<file path="src/sv/sjtw_pkg.sv">
// ----------------------------------------------------------------------------
// sjtw_pkg
// Shared types, constants and conversion functions for the Shift-JIS text
// memory writer.
// ----------------------------------------------------------------------------
package sjtw_pkg;

  localparam int COLUMNS_DEF = 80;
  localparam int ROWS_DEF    = 25;
  localparam int QUEUE_DEPTH = 4;

  // Item kinds.
  localparam logic KIND_START = 1'b0;
  localparam logic KIND_BYTE  = 1'b1;

  // JIS codes that occupy a single cell.
  localparam logic [15:0] JIS_HALF_LO = 16'h2921;
  localparam logic [15:0] JIS_HALF_HI = 16'h2B7E;
  localparam logic [7:0]  ROW_BIAS    = 8'hE0;
  localparam logic [7:0]  RIGHT_HALF  = 8'h80;
  localparam logic [15:0] SPACE_WORD  = 16'h0020;

  typedef struct packed {
    logic       active;
    logic [6:0] column;
    logic [4:0] row;
    logic [7:0] attr_byte;
    logic       lead_pending;
    logic [7:0] lead_byte;
  } str_state_t;

  typedef struct packed {
    logic [10:0] cell_index;
    logic [15:0] char_word;
    logic [7:0]  attribute;
    logic        last;
  } cell_write_t;

  function automatic logic is_lead(input logic [7:0] b);
    return (b >= 8'h81 && b <= 8'h9F) || (b >= 8'hE0 && b <= 8'hFC);
  endfunction

  // Attribute byte from the flag bits; the visible bit is always set.
  function automatic logic [7:0] attr_map(input logic [6:0] f);
    return {f[2], f[1], f[0], f[3], f[4], f[5], f[6], 1'b1};
  endfunction

  // Shift-JIS pair to JIS code; invalid pairs give zero.
  function automatic logic [15:0] sjis_to_jis(input logic [7:0] lead,
                                              input logic [7:0] trail);
    logic       lead_ok;
    logic       trail_ok;
    logic [7:0] hi;
    logic [7:0] lo;
    lead_ok  = (lead >= 8'h81 && lead <= 8'h9F) || (lead >= 8'hE0 && lead <= 8'hEF);
    trail_ok = (trail >= 8'h40 && trail <= 8'h7E) || (trail >= 8'h80 && trail <= 8'hFC);
    hi = (lead <= 8'h9F) ? (lead - 8'h71) : (lead - 8'hB1);
    hi = {hi[6:0], 1'b1};
    lo = (trail > 8'h7F) ? (trail - 8'h01) : trail;
    if (lo >= 8'h9E) begin
      lo = lo - 8'h7D;
      hi = hi + 8'h01;
    end else begin
      lo = lo - 8'h1F;
    end
    if (!lead_ok || !trail_ok) begin
      return 16'h0000;
    end
    return {hi, lo};
  endfunction

endpackage

</file>
<file path="src/sv/sjtw_decode.sv">
// ----------------------------------------------------------------------------
// sjtw_decode
// Combinational step: takes the registered item and the string state and
// gives the next state and up to two cell writes.
// ----------------------------------------------------------------------------
module sjtw_decode #(
  parameter int COLUMNS = sjtw_pkg::COLUMNS_DEF,
  parameter int ROWS    = sjtw_pkg::ROWS_DEF
) (
  input  sjtw_pkg::str_state_t  st,
  input  logic                  kind,
  input  logic [6:0]            start_column,
  input  logic [4:0]            start_row,
  input  logic [6:0]            attr_flags,
  input  logic [7:0]            byte_value,
  output sjtw_pkg::str_state_t  st_next,
  output logic [1:0]            wr_count,
  output sjtw_pkg::cell_write_t wr0,
  output sjtw_pkg::cell_write_t wr1
);

  logic [12:0] base;
  logic [15:0] jis;
  logic [7:0]  rb;
  logic [7:0]  cb;
  logic [1:0]  adv;
  logic [7:0]  col_sum;

  assign base = 13'(st.row) * 13'(COLUMNS);
  assign jis  = sjtw_pkg::sjis_to_jis(st.lead_byte, byte_value);
  assign rb   = jis[15:8] + sjtw_pkg::ROW_BIAS;
  assign cb   = jis[7:0];

  always_comb begin
    st_next  = st;
    wr_count = 2'd0;
    adv      = 2'd0;
    col_sum  = 8'd0;
    wr0.cell_index = 11'(base + 13'(st.column));
    wr0.char_word  = {8'h00, byte_value};
    wr0.attribute  = st.attr_byte;
    wr0.last       = 1'b1;
    wr1.cell_index = 11'(base + 13'(st.column) + 13'd1);
    wr1.char_word  = {cb, rb | sjtw_pkg::RIGHT_HALF};
    wr1.attribute  = st.attr_byte;
    wr1.last       = 1'b1;

    if (kind == sjtw_pkg::KIND_START) begin
      st_next.attr_byte    = sjtw_pkg::attr_map(attr_flags);
      st_next.column       = start_column;
      st_next.row          = start_row;
      st_next.lead_pending = 1'b0;
      st_next.lead_byte    = 8'h00;
      st_next.active       = ({1'b0, start_column} < 8'(COLUMNS)) &&
                             ({1'b0, start_row} < 6'(ROWS));
    end else if (st.active) begin
      if (st.lead_pending) begin
        st_next.lead_pending = 1'b0;
        if (byte_value == 8'h00) begin
          st_next.active = 1'b0;
        end else if (jis >= sjtw_pkg::JIS_HALF_LO && jis <= sjtw_pkg::JIS_HALF_HI) begin
          wr_count      = 2'd1;
          wr0.char_word = {cb, rb | sjtw_pkg::RIGHT_HALF};
          adv           = 2'd1;
        end else if (st.column == 7'(COLUMNS - 1)) begin
          wr_count      = 2'd1;
          wr0.char_word = sjtw_pkg::SPACE_WORD;
          adv           = 2'd1;
        end else begin
          wr_count      = 2'd2;
          wr0.char_word = {cb, rb};
          wr0.last      = 1'b0;
          adv           = 2'd2;
        end
      end else if (byte_value == 8'h00) begin
        st_next.active = 1'b0;
      end else if (sjtw_pkg::is_lead(byte_value)) begin
        st_next.lead_pending = 1'b1;
        st_next.lead_byte    = byte_value;
      end else begin
        wr_count = 2'd1;
        adv      = 2'd1;
      end

      if (adv != 2'd0) begin
        col_sum        = {1'b0, st.column} + {6'd0, adv};
        st_next.column = col_sum[6:0];
        if (col_sum >= 8'(COLUMNS)) begin
          st_next.active = 1'b0;
        end
      end
    end
  end

endmodule

</file>
<file path="src/sv/sjtw_result_queue.sv">
// ----------------------------------------------------------------------------
// sjtw_result_queue
// Shift queue of cell writes; entry zero drives the output port. Takes up to
// two writes per cycle and gives one per cycle when popped.
// ----------------------------------------------------------------------------
module sjtw_result_queue (
  input  logic                  clk,
  input  logic                  rst,
  input  logic [1:0]            push_count,
  input  sjtw_pkg::cell_write_t push0,
  input  sjtw_pkg::cell_write_t push1,
  input  logic                  pop,
  output sjtw_pkg::cell_write_t head,
  output logic                  head_valid,
  output logic                  room2
);

  localparam int DEPTH = sjtw_pkg::QUEUE_DEPTH;
  localparam int IW    = $clog2(DEPTH);
  localparam int CW    = $clog2(DEPTH + 1);

  sjtw_pkg::cell_write_t entries      [DEPTH];
  sjtw_pkg::cell_write_t entries_next [DEPTH];
  logic [CW-1:0]         count;
  logic [CW-1:0]         count_next;
  logic [CW-1:0]         kept;
  logic [IW-1:0]         wr_at;

  assign head       = entries[0];
  assign head_valid = (count != '0);
  assign room2      = (count <= CW'(DEPTH - 2));
  assign wr_at      = kept[IW-1:0];

  always_comb begin
    entries_next = entries;
    kept         = count;
    if (pop && head_valid) begin
      for (int i = 0; i < DEPTH - 1; i++) begin
        entries_next[i] = entries[i + 1];
      end
      kept = count - CW'(1);
    end
    if (push_count != 2'd0) begin
      entries_next[wr_at] = push0;
    end
    if (push_count == 2'd2) begin
      entries_next[wr_at + IW'(1)] = push1;
    end
    count_next = kept + CW'(push_count);
  end

  always_ff @(posedge clk) begin
    if (rst) begin
      count <= '0;
    end else begin
      count <= count_next;
    end
  end

  always_ff @(posedge clk) begin
    entries <= entries_next;
  end

endmodule

</file>
<file path="src/sv/shift_jis_text_ram_writer.sv">
// ----------------------------------------------------------------------------
// shift_jis_text_ram_writer
// Turns a stream of start items and Shift-JIS bytes into text memory cell
// writes with JIS character words and a display attribute byte.
// ----------------------------------------------------------------------------
// Path: a byte is held in the input register, decoded once the result queue
//   has room for two writes, and its cell writes are then offered from the
//   result queue.
// Throughput: one item per cycle while the queue has room for two writes; a
//   full-width character gives two writes, paced by the single output port.
// Reset: synchronous rst closes any open string, drops a held lead byte,
//   empties the input register and the result queue.
// ----------------------------------------------------------------------------
module shift_jis_text_ram_writer #(
  parameter int COLUMNS = sjtw_pkg::COLUMNS_DEF,
  parameter int ROWS    = sjtw_pkg::ROWS_DEF
) (
  input  logic        clk,
  input  logic        rst,
  // Input channel.
  input  logic        item_valid,
  output logic        item_stall,
  input  logic        kind,
  input  logic [6:0]  start_column,
  input  logic [4:0]  start_row,
  input  logic [6:0]  attr_flags,
  input  logic [7:0]  byte_value,
  // Result channel.
  output logic        result_valid,
  input  logic        result_stall,
  output logic [10:0] cell_index,
  output logic [15:0] char_word,
  output logic [7:0]  attribute,
  output logic        last
);

  // Input register: one item waiting to be decoded.
  logic       pipe_valid;
  logic       pipe_kind;
  logic [6:0] pipe_column;
  logic [4:0] pipe_row;
  logic [6:0] pipe_flags;
  logic [7:0] pipe_byte;

  // String state, updated when the registered item is decoded.
  sjtw_pkg::str_state_t  st;
  sjtw_pkg::str_state_t  st_next;

  logic [1:0]            wr_count;
  sjtw_pkg::cell_write_t wr0;
  sjtw_pkg::cell_write_t wr1;
  sjtw_pkg::cell_write_t head;
  logic                  head_valid;
  logic                  room2;
  logic                  fire;
  logic                  take;

  // The registered item is decoded once the queue has room for the worst
  // case of two writes. The input register refills in the same cycle.
  assign fire       = pipe_valid && room2;
  assign item_stall = pipe_valid && !room2;
  assign take       = item_valid && !item_stall;

  always_ff @(posedge clk) begin
    if (rst) begin
      pipe_valid <= 1'b0;
    end else if (take) begin
      pipe_valid <= 1'b1;
    end else if (fire) begin
      pipe_valid <= 1'b0;
    end
  end

  always_ff @(posedge clk) begin
    if (take) begin
      pipe_kind   <= kind;
      pipe_column <= start_column;
      pipe_row    <= start_row;
      pipe_flags  <= attr_flags;
      pipe_byte   <= byte_value;
    end
  end

  always_ff @(posedge clk) begin
    if (rst) begin
      st <= '0;
    end else if (fire) begin
      st <= st_next;
    end
  end

  sjtw_decode #(
    .COLUMNS (COLUMNS),
    .ROWS    (ROWS)
  ) u_decode (
    .st           (st),
    .kind         (pipe_kind),
    .start_column (pipe_column),
    .start_row    (pipe_row),
    .attr_flags   (pipe_flags),
    .byte_value   (pipe_byte),
    .st_next      (st_next),
    .wr_count     (wr_count),
    .wr0          (wr0),
    .wr1          (wr1)
  );

  // Writes enter the queue only when the item is actually decoded.
  sjtw_result_queue u_queue (
    .clk        (clk),
    .rst        (rst),
    .push_count (fire ? wr_count : 2'd0),
    .push0      (wr0),
    .push1      (wr1),
    .pop        (!result_stall),
    .head       (head),
    .head_valid (head_valid),
    .room2      (room2)
  );

  assign result_valid = head_valid;
  assign cell_index   = head.cell_index;
  assign char_word    = head.char_word;
  assign attribute    = head.attribute;
  assign last         = head.last;

endmodule

</file>
<file path="config.mk">
export PLATFORM = sky130hd
export DESIGN_NAME = shift_jis_text_ram_writer
export DESIGN_NICKNAME = d
export VERILOG_FILES = /design/src/sv/sjtw_pkg.sv /design/src/sv/sjtw_decode.sv /design/src/sv/sjtw_result_queue.sv /design/src/sv/shift_jis_text_ram_writer.sv
export SDC_FILE = /design/constraint.sdc
export NUM_CORES = 1
export LEC_CHECK = 0
export ABC_AREA = 1
export BUFFER_PORTS_ARGS = -buffer_cell sky130_fd_sc_hd__buf_2
export CORE_MARGIN = 2
export CORE_UTILIZATION = 60
export DETAILED_ROUTE_END_ITERATION = 12
export HOLD_SLACK_MARGIN = 0.08
export PLACE_DENSITY = 0.76
export SLEW_MARGIN = 25
export SYNTH_ARGS = -nofsm -noshare
export SYNTH_HDL_FRONTEND = slang
export SYNTH_SLANG_ARGS = --single-unit
</file>
<file path="constraint.sdc">
create_clock -name clk -period 6.8 [get_ports clk]
set_clock_uncertainty 0.2 [all_clocks]
set_input_delay 0 -clock clk [delete_from_list [all_inputs] [get_ports clk]]
set_output_delay 0 -clock clk [all_outputs]
set_load 0.05 [all_outputs]
</file>
# Word level (Yosys, flattened, before mapping)

Index checks and enable logic that the tools add are counted.

Shift-type cells: 0
Add/subtract/negate cells: 13
$mul: 1
Equality and inequality tests: 7
Divide/modulo/power cells: 0
Reductions and logical operators: 32
Bitwise operators: 3
Order comparisons: 23
Muxes and demuxes: 53

Operators by type and width:

| operator              | number |
|---|---|
| $bwmux 144            | 2 |
| $mux 144              | 2 |
| $demux 36 s2          | 2 |
| $mux 16               | 8 |
| $mux 108              | 1 |
| $mux 36               | 2 |
| $mux 8                | 7 |
| $ge 8x8->1 const B    | 6 |
| $mux 9                | 4 |
| $le 8x8->1 const B    | 4 |
| $mux 2                | 9 |
| $ge 16x14->1 const B  | 1 |
| $ge 8x7->1 const B    | 2 |
| $le 16x14->1 const B  | 1 |
| $logic_and 1x1->1     | 14 |
| $mux 1                | 14 |
| $add 11x1->11 const B | 1 |
| $add 11x7->11         | 1 |
| $add 7x2->8           | 1 |
| $add 8x1->8 const B   | 1 |
| $add 8x8->8 const B   | 1 |
| $gt 8x7->1 const B    | 1 |
| $le 8x7->1 const B    | 1 |
| $logic_not 8->1       | 1 |
| other kinds (29)      | 45 |

Latch bits: 0
Output and inout port bits: 38
Bits of input ports: 32
Memory bits (read-only): 0
Memories kept: 0
Memory bits (writable): 0
Register bits after elaboration: 206
Word-level logic and storage cells: 161

# Depth between registers and ports, before layout

Gate-level depths: netlist of the first run.

Word-level depth: 20
Mapped depth: 42
Depth with buffers taken out: 42

# Cells and area by module

Synthesis of the first run repeated with hierarchy kept, for this count alone.

Cells, all modules: 2133
Area total of the unflattened synthesis: 13679.4 um^2

Modules (own cells, without submodules):

| module                    | times used | seq. area each (um^2) | area each (um^2) | cells each |
|---|---|---|---|---|
| sjtw_result_queue         | 1          | 2942.8                | 8722.1           | 1385 |
| sjtw_decode               | 1          | 0.0                   | 2811.4           | 517 |
| shift_jis_text_ram_writer | 1          | 1461.4                | 2145.8           | 231 |

# Worst setup path after synthesis of the first run

No wires, ideal clock.

Path type: register to register
Start point: register pipe_byte[1]
End point: register, netlist name st[29]
Period minus slack after synthesis: 4.492 ns
Path slack: 2.308 ns
Cell stages (with the launch flop): 40
Arrival time: 4.172 ns
Path through: edfxtp_1 inv_1 ha_1 nand2_1 nor2_1 nand3_1 nand2_1 nand2_1 a21oi_2 nand2_2 nand2_4 inv_4 ha_1 nand3_1 a21oi_2 xnor2_1 nor2_1 nand2_1 [... 4 more ...] nand2_1 nand2_1 nand2_2 inv_1 nor3_1 nor2_1 ha_1 ha_1 inv_1 nand2_1 nand3_1 nor2_1 xor2_1 nand2_1 nand2_1 nand2_1 nand2_1 a21oi_1

Word-level cells in the longest chain between the ends: 20

RTL lines:

| item                                                  | line                            | RTL |
|---|---|---|
| start: declaration                                    | shift_jis_text_ram_writer.sv:43 | `logic [7:0] pipe_byte;` |
| start signal: assignment                              | shift_jis_text_ram_writer.sv:80 | `pipe_byte <= byte_value;` |
| branches (longest 17 deep; another with $ge 16x14->1) | --                              |  |
| $mux 8 *                                              | sjtw_decode.sv:85               | `if (adv != 2'd0) begin` |
| $mux 8 *                                              | sjtw_decode.sv:56               | `end else if (st.active) begin` |
| $mux 8 *                                              | sjtw_decode.sv:48               | `if (kind == sjtw_pkg::KIND_START) begin` |

Every way passes the cells marked *. The select of a mux whose other input is x is not followed.
A chain may end at the register's enable or synchronous reset.

==> summary.txt, run 1 <==
Timing
  • Fin crit period: 5.44 ns
  • Slew margin rel.: around a third
  • Setup tns final: 0 ns
  • Max Freq: between 150 and 200 MHz
  • Unrepaired setup endpoints after global routing: false
  • Slew @ Worst Pin: slightly below 1 ns
  • Max-slew violation count: 0
  • Fin crit share: ~80%
  • Final Setup Violations: 0
  • Final hold vios: 0

Min path
  • Min-delay worst type: in -> reg

Floorplan
  • Core area: about 0.019 mm2
  • Die width: between 100 and 150 um
  • Initial Utilization: roughly three fifths
  • Rows: 50
  • I/O Pins: 70
  • Die area: 0.0199 mm2
  • Die H: around 140 um

Logic synthesis
  • Synth unique cells: 46
  • Synth Area in Simple Gates: 18.8%
  • Largest family of logic cells by synthesized area: compound AO/OA/AOI/OAI gates
  • Post-synth EDFFs: 28
  • Adder-cell share of the synthesized area: around 3.6%
  • Synth area leaders: dfxtp_1 (32%), edfxtp_1 (7.5%), nand2_1 (7.3%), a21oi_1 (6.8%), o21ai_0 (6.2%)
  • Cells after Synth: about 1500
  • Complex-gate fraction of the synthesized area: 21.7%
  • Post-synthesis mux area share: under 10%
  • Xor and xnor area share after synthesis: 2.02%
  • Predominant post-synthesis flop cell: dfxtp_1
  • Syn Area/Cell: around 7.5 um2
  • Synth area leader: dfxtp_1
  • Seq cells post-synth: about 210
  • Synth top cells by count: nand2_1 (218), dfxtp_1 (178), nor2_1 (167)
  • YS warnings: 0
  • Mapped Area: around 0.011 mm2
  • Ys async rst share: 0%
  • Top-count cell post-synth: nand2_1
  • Seq/Total Area, Yosys: between 30% and 40%
  • Syn Nets: between 1500 and 2000
  • Yosys top cell area share: a little under a third

Critical path
  • Worst-path fanout max: 31
  • Critical path required time: approximately 7 ns
  • Most used cell, CP: nand2_1
  • Crit start category: flop
  • Highest cell delay on the worst timing path: roughly 0.6 ns
  • Crit-path slowest cell: nor2_4
  • Worst Setup Path Type: reg -> reg
  • Worst setup EP type: flop
  • Crit path DAT: approximately 5.6 ns

Clock tree
  • CTS sink count: 206
  • Post-CTS sizing: 0
  • CTS tree: done
  • Clock buffer depth: 3
  • Root Driver: clkbuf_16
  • CTS Buf Count: 23
  • Worst-path clk slew: about 0.06 ns
  • Clock Latency Late Sink: ~0.52 ns
  • H-tree depth: 1

Global route
  • Initial antenna violation count: 0
  • Total grt overflow: 0
  • Global-route wire length before repair: 47700 um
  • Total Routing Usage GR: 29.3%
  • Vias in the first global route: between 9000 and 10000
  • Largest net degree at the start of global routing: 76

Flow run
  • Max-cap violations: 0

Pwr
  • Power density cells: between 400 and 500 mW/mm2
  • Clock power frac: between 20% and 30%
  • Psw: about 0.0021 W
  • Comb pwr share: between 40% and 50%
  • Leak pwr: between 5 and 6 nW
  • Internal power: around 0.0031 W
  • Flop pwr share: roughly a third
  • Sw frac: 40.5%
  • Peak supply drop: about 0.22 mV

Routing
  • Vias per cell: approximately 5.7
  • DRT Pass-1 Iters: 7
  • Total wire length: 29100 um
  • DR vias: approximately 10000
  • Routed WL per cell: 16.2 um
  • Final antenna-violating net count: 0
  • DRC: 0
  • DRT iter0 DRCs: roughly 830

Final layout
  • Share of cells above drive strength 1: a little under an eighth
  • Area grow syn2layout: 12.8%
  • Antenna Diode Count: 0
  • Nets@finish: around 1600
  • Post-route cell area: 0.0127 mm2
  • Fill count: between 1500 and 2000

Place
  • Dpl hpwl: approximately 18000 um
  • Port Buffers: just under 70
  • Placed cell areas: about 0.011 mm2
  • Routability cong.: slightly above 0.9

Outcome
  • Status: finished clean
## worst paths after layout
check / from / slack, ns / end / cells after the start
max reg2reg: pipe_byte[1]$_DFFE_PP_ / 1.36 / u_queue.entries[15]$_DFF_P_ / 34
min: rst / 0.24 / u_queue.count[0]$_SDFF_PP0_ / 3
max: pipe_byte[1]$_DFFE_PP_ / 1.36 / u_queue.entries[15]$_DFF_P_ / 34
min reg2reg: u_queue.entries[1]$_DFF_P_ / 0.26 / u_queue.entries[1]$_DFF_P_ / 2
## layout by cell type (no fill, tap or decap), types with 8 or more instances in the layout
master,synthesis,routed
o22ai_1,19,19
o21ai_0,139,138
nand3_1,44,44
ha_1,26,26
nor2_1,167,165
nor2_2,8,10
inv_1,133,133
a21oi_1,153,153
o211ai_1,36,36
o21ai_1,48,49
dlygate4sd3_1,0,61
mux2i_1,39,39
nand4_1,18,18
nand2_1,218,217
dfxtp_1,178,178
xnor2_1,8,8
xor2_1,18,18
inv_2,9,9
buf_2,15,69
buf_4,39,13
edfxtp_1,28,28
clkbuf_16,0,24
nor3_1,8,8
a31oi_1,8,8
a22oi_1,10,10
## critical path: cells and delay by family (launching register included)
kind | cells | cell delay, ns
AOI/OAI and AO/OA | 5 | 0.73
and+or+nand+nor | 21 | 2.54
DFF | 1 | 0.44
adders and majority gates | 2 | 0.47
buffers and inverters | 6 | 0.92
## layer usage
metal	GRT usage (%)	vias up	wire length [um]
li1	-	5106	-
met5	0	-	0
met4	7.47	0	594
met2	49.8	362	13500
met1	39.7	4710	13200
met3	4.14	44	1830
## timing repair
item                      4_1_cts  5_1_grt
hold buffers                   61        0
setup buffers                   0        0
hold endpoints to repair       83        0
## area by class of cell
type / instances / area [um2] / share of cell area (%)
sequential: 206 / 4400 / 34.7
clock buffer: 33 / 674 / 5.31
inverter: 145 / 549 / 4.33
clock inverter: 9 / 50.0 / 0.394
timing repair buffer: 143 / 1050 / 8.30
tap: 234 / 293 / 2.31
multi-input combinational: 1026 / 5670 / 44.7
## sequential cells by signal, summed over array words and instances (netlist names), 3 cells and up
| register | cells |
|---|---|
| u_queue.entries | 108 |
| u_queue.head | 36 |
| st | 30 |
| pipe_byte | 8 |
| pipe_column | 7 |
| pipe_flags | 7 |
| pipe_row | 5 |
| u_queue.count | 3 |
## kinds of logic (layout without fill, tap and decap cells)
family          after synthesis  after routing
mux                          46             46
fa+ha+maj                    30             30
xor+xnor                     26             26
simple gates                487            487
buf+inv                     262            330
compound gates              437            437
flops                       206            206
## stage by stage
stage	setup WS [ns]	hold WS, ns	power [W]	utilization (%)	std cells
after floorplan	2.31	-0.131	0.00363	-	1494
after global placement	1.63	-0.0242	0.00387	61.1	1693
after detailed placement	1.44	-0.0219	0.00392	61.1	1693
after CTS	1.43	0.215	0.00513	68.3	1796
after global routing	0.813	0.256	0.00550	68.3	1796
final	1.36	0.239	0.00515	68.3	1796
## power by group through the flow
stage,sequential (W),combinational (W),clock (W)
2_1_floorplan,0.00177,0.00187,0
3_3_place_gp,0.00182,0.00205,0
3_5_place_dp,0.00182,0.00209,0
4_1_cts,0.00180,0.00213,0.00120
5_1_grt,0.00184,0.00241,0.00125
6_report,0.00181,0.00215,0.00119
(Power assumes the default switching activity.)
==> inputs of run 2 (changes only) <==
Clock period 6.8 ns to 5.2 ns, I/O delays scaled along.
==> summary.txt, run 2 (synthesis results as in run 1) <==
Final layout
  • Antenna Diode Count: 0 (unchanged)
  • Most common cell after layout, fill and taps aside: nand2_1
  • Max reg flops: 108 (unchanged)
  • Nets@finish: 1629 (+1.4%)
  • Post-route cell area: 0.0130 mm2 (+2.5%)
  • Non-Filler Instances: 1816 (+1.1%)
  • Share of cells above drive strength 1: 14.2% (+2.6 points)
  • Area grow syn2layout: 15.6%
  • Most frequent cells in the layout: nand2_1 (210), dfxtp_1 (178), nor2_1 (160), a21oi_1 (152), o21ai_0 (138)
  • Biggest register: u_queue.entries

Critical path
  • Crit path DAT: 5.05 ns (-0.59 ns)
  • Crit-path slowest cell: edfxtp_1
  • Reg2reg path depth: 38 (+12%)
  • Flop-to-flop setup slack: 0.33 ns (-1.03 ns)
  • Crit start category: flop
  • Highest cell delay on the worst timing path: 0.47 ns (-0.14 ns)
  • Worst-path fanout max: 6 (-81%)
  • R2r endpoint: st[29]$_SDFFE_PP0P_
  • Critical path required time: 5.38 ns (-1.62 ns)
  • FF-to-FF Start: pipe_byte[0]$_DFFE_PP_
  • Worst Setup Path Type: reg -> reg
  • Worst setup EP type: flop

Global route
  • Total Routing Usage GR: 29.5% (+0.16 points)
  • Largest net degree at the start of global routing: 81 (+6.6%)
  • Initial antenna violation count: 0 (unchanged)
  • Total grt overflow: 0 (unchanged)
  • Vias in the first global route: 9718 (+2.8%)
  • Global-route wire length before repair: 48300 um (+1.4%)

Pwr
  • Flop pwr share: 34.8% (-0.3 points)
  • Clock power frac: 23.1% (about the same)
  • Comb pwr share: 42.2% (+0.4 points)
  • Peak supply drop: 0.392 mV (+78%)
  • Leak pwr: 5.95 nW (+1.8%)
  • Power density cells: 523 mW/mm2 (+29%)
  • Sw frac: 40.2% (-0.29 points)
  • Internal power: 0.00406 W (+33%)
  • Psw: 0.00274 W (+31%)

Timing
  • Max-slew violation count: 0 (unchanged)
  • Fin crit period: 4.87 ns (-0.571 ns)
  • Final hold slack: 0.243 ns (+0.00444 ns)
  • Final hold vios: 0 (unchanged)
  • Final WS setup: 0.328 ns (-1.03 ns)
  • Fin crit share: 93.7% (+14 points)
  • Final Setup Violations: 0 (unchanged)
  • Max Freq: 205 MHz (+12%)
  • Setup tns final: 0 ns (unchanged)
  • Slew @ Worst Pin: 1.03 ns (+0.0560 ns)
  • Slew margin rel.: 30.7% (-4.4 points)

Floorplan
  • I/O Pins: 70 (unchanged)
  • Rows: 50 (unchanged)
  • Die area: 0.0199 mm2 (unchanged)
  • Die width: 141 um (unchanged)
  • Die H: 141 um (unchanged)
  • Core area: 0.0186 mm2 (unchanged)
  • Initial Utilization: 60.5% (unchanged)

Routing
  • DRT Pass-1 Iters: 5 (-2)
  • DR vias: 10400 (+1.5%)
  • DRT iter0 DRCs: 845 (+2.4%)
  • Total wire length: 29900 um (+2.9%)
  • Routed WL per cell: 16.5 um (+1.8%)
  • DRC: 0 (unchanged)
  • Final antenna-violating net count: 0 (unchanged)
  • Vias per cell: 5.71 (+0.36%)

Clock tree
  • CTS sink count: 206 (unchanged)
  • Clock buffer depth: 3 (unchanged)
  • Clock Latency Late Sink: 0.51 ns (about the same)
  • Worst-path clk slew: 0.06 ns (about the same)
  • H-tree depth: 1 (unchanged)
  • CTS tree: done
  • CTS Buf Count: 22 (-4.3%)
  • Root Driver: clkbuf_16

Place
  • Dpl cells: 1705 (+0.71%)
  • Dpl hpwl: 18800 um (+2.7%)
  • Worst slack, placed: 0.0999 ns (-1.34 ns)
  • Placed cell areas: 0.0115 mm2 (+1.0%)
  • Routability cong.: 0.867 (-4.6%)
  • Port Buffers: 69 (unchanged)

Min path
  • Worst hold start: rst
  • Worst hold path depth: 3 (unchanged)
  • Min-delay worst type: in -> reg
  • Sink of the worst hold path: u_queue.count[0]$_SDFF_PP0_

Flow run
  • Max-cap violations: 0 (unchanged)

Outcome
  • Status: finished clean
-- run 2: cell count changes in the layout (fill, tap and decap cells not counted), sizes merged --
cell | before | now
clkinvlp | 0 | 1
inv | 146 | 144
bufinv | 0 | 2
clkinv | 8 | 3
clkbuf | 33 | 34
buf | 82 | 105
-- run 2: final cells by class --
cell class	instances	area [um2]
clock buffer	34	637
sequential	206	4400
inverter	145	552
clock inverter	5	76.3
multi-input combinational	1026	5790
tap	234	293
timing repair buffer	166	1250
fill	1545	5570
-- run 2: critical path: cells and delay by family (launching register included) --
family	cells	cell delay (ns)
simple gates	26	2.43
fa+ha+maj	4	0.75
compound gates	3	0.39
flops	1	0.47
buf+inv	4	0.30
xor+xnor	1	0.21
-- run 2: routing by layer --
metal	share of wire (%)	vias to the layer above	wire length, um	GRT usage (%)
li1	-	5147	-	-
met1	43	4757	13000	40.3
met2	47	411	14000	49.8
met3	7.3	58	2190	4.01
met4	2.5	0	763	7.58
met5	0	-	0	0
-- run 2: repair_timing --
action                                 CTS  global route
hold buffers                            61             0
buffers inserted                         0            11
gates resized for setup                  0            32
setup endpoints to repair                0           151
endpoints found under the hold margin   78             0
-- run 2: power by group through the flow --
stage | Clock (W) | Sequential [W] | Combinational, W
floorplan | 0 | 0.00231 | 0.00244
global placement | 0 | 0.00237 | 0.00269
detailed placement | 0 | 0.00239 | 0.00274
CTS | 0.00158 | 0.00235 | 0.00280
global route | 0.00166 | 0.00241 | 0.00319
finish | 0.00157 | 0.00236 | 0.00287
-- run 2: how the worst max path moves through the flow --
stage | end | cells past startpoint | start | slack (ns)
2_1_floorplan | st[29]$_SDFFE_PP0P_ | 39 | pipe_byte[1]$_DFFE_PP_ | 0.71
6_report | st[29]$_SDFFE_PP0P_ | 38 | pipe_byte[0]$_DFFE_PP_ | 0.33
3_3_place_gp | st[29]$_SDFFE_PP0P_ | 38 | pipe_byte[1]$_DFFE_PP_ | 0.33
5_1_grt | st[29]$_SDFFE_PP0P_ | 38 | pipe_byte[0]$_DFFE_PP_ | -0.07
3_5_place_dp | st[29]$_SDFFE_PP0P_ | 39 | pipe_byte[1]$_DFFE_PP_ | 0.1
4_1_cts | st[29]$_SDFFE_PP0P_ | 39 | pipe_byte[1]$_DFFE_PP_ | 0.08
-- run 2: through the flow --
stage	total power, W	utilization (%)
6_report	0.00680	70.0
5_1_grt	0.00726	70.0
4_1_cts	0.00673	68.9
3_3_place_gp	0.00506	61.7
3_5_place_dp	0.00513	61.7
2_1_floorplan	0.00475	-
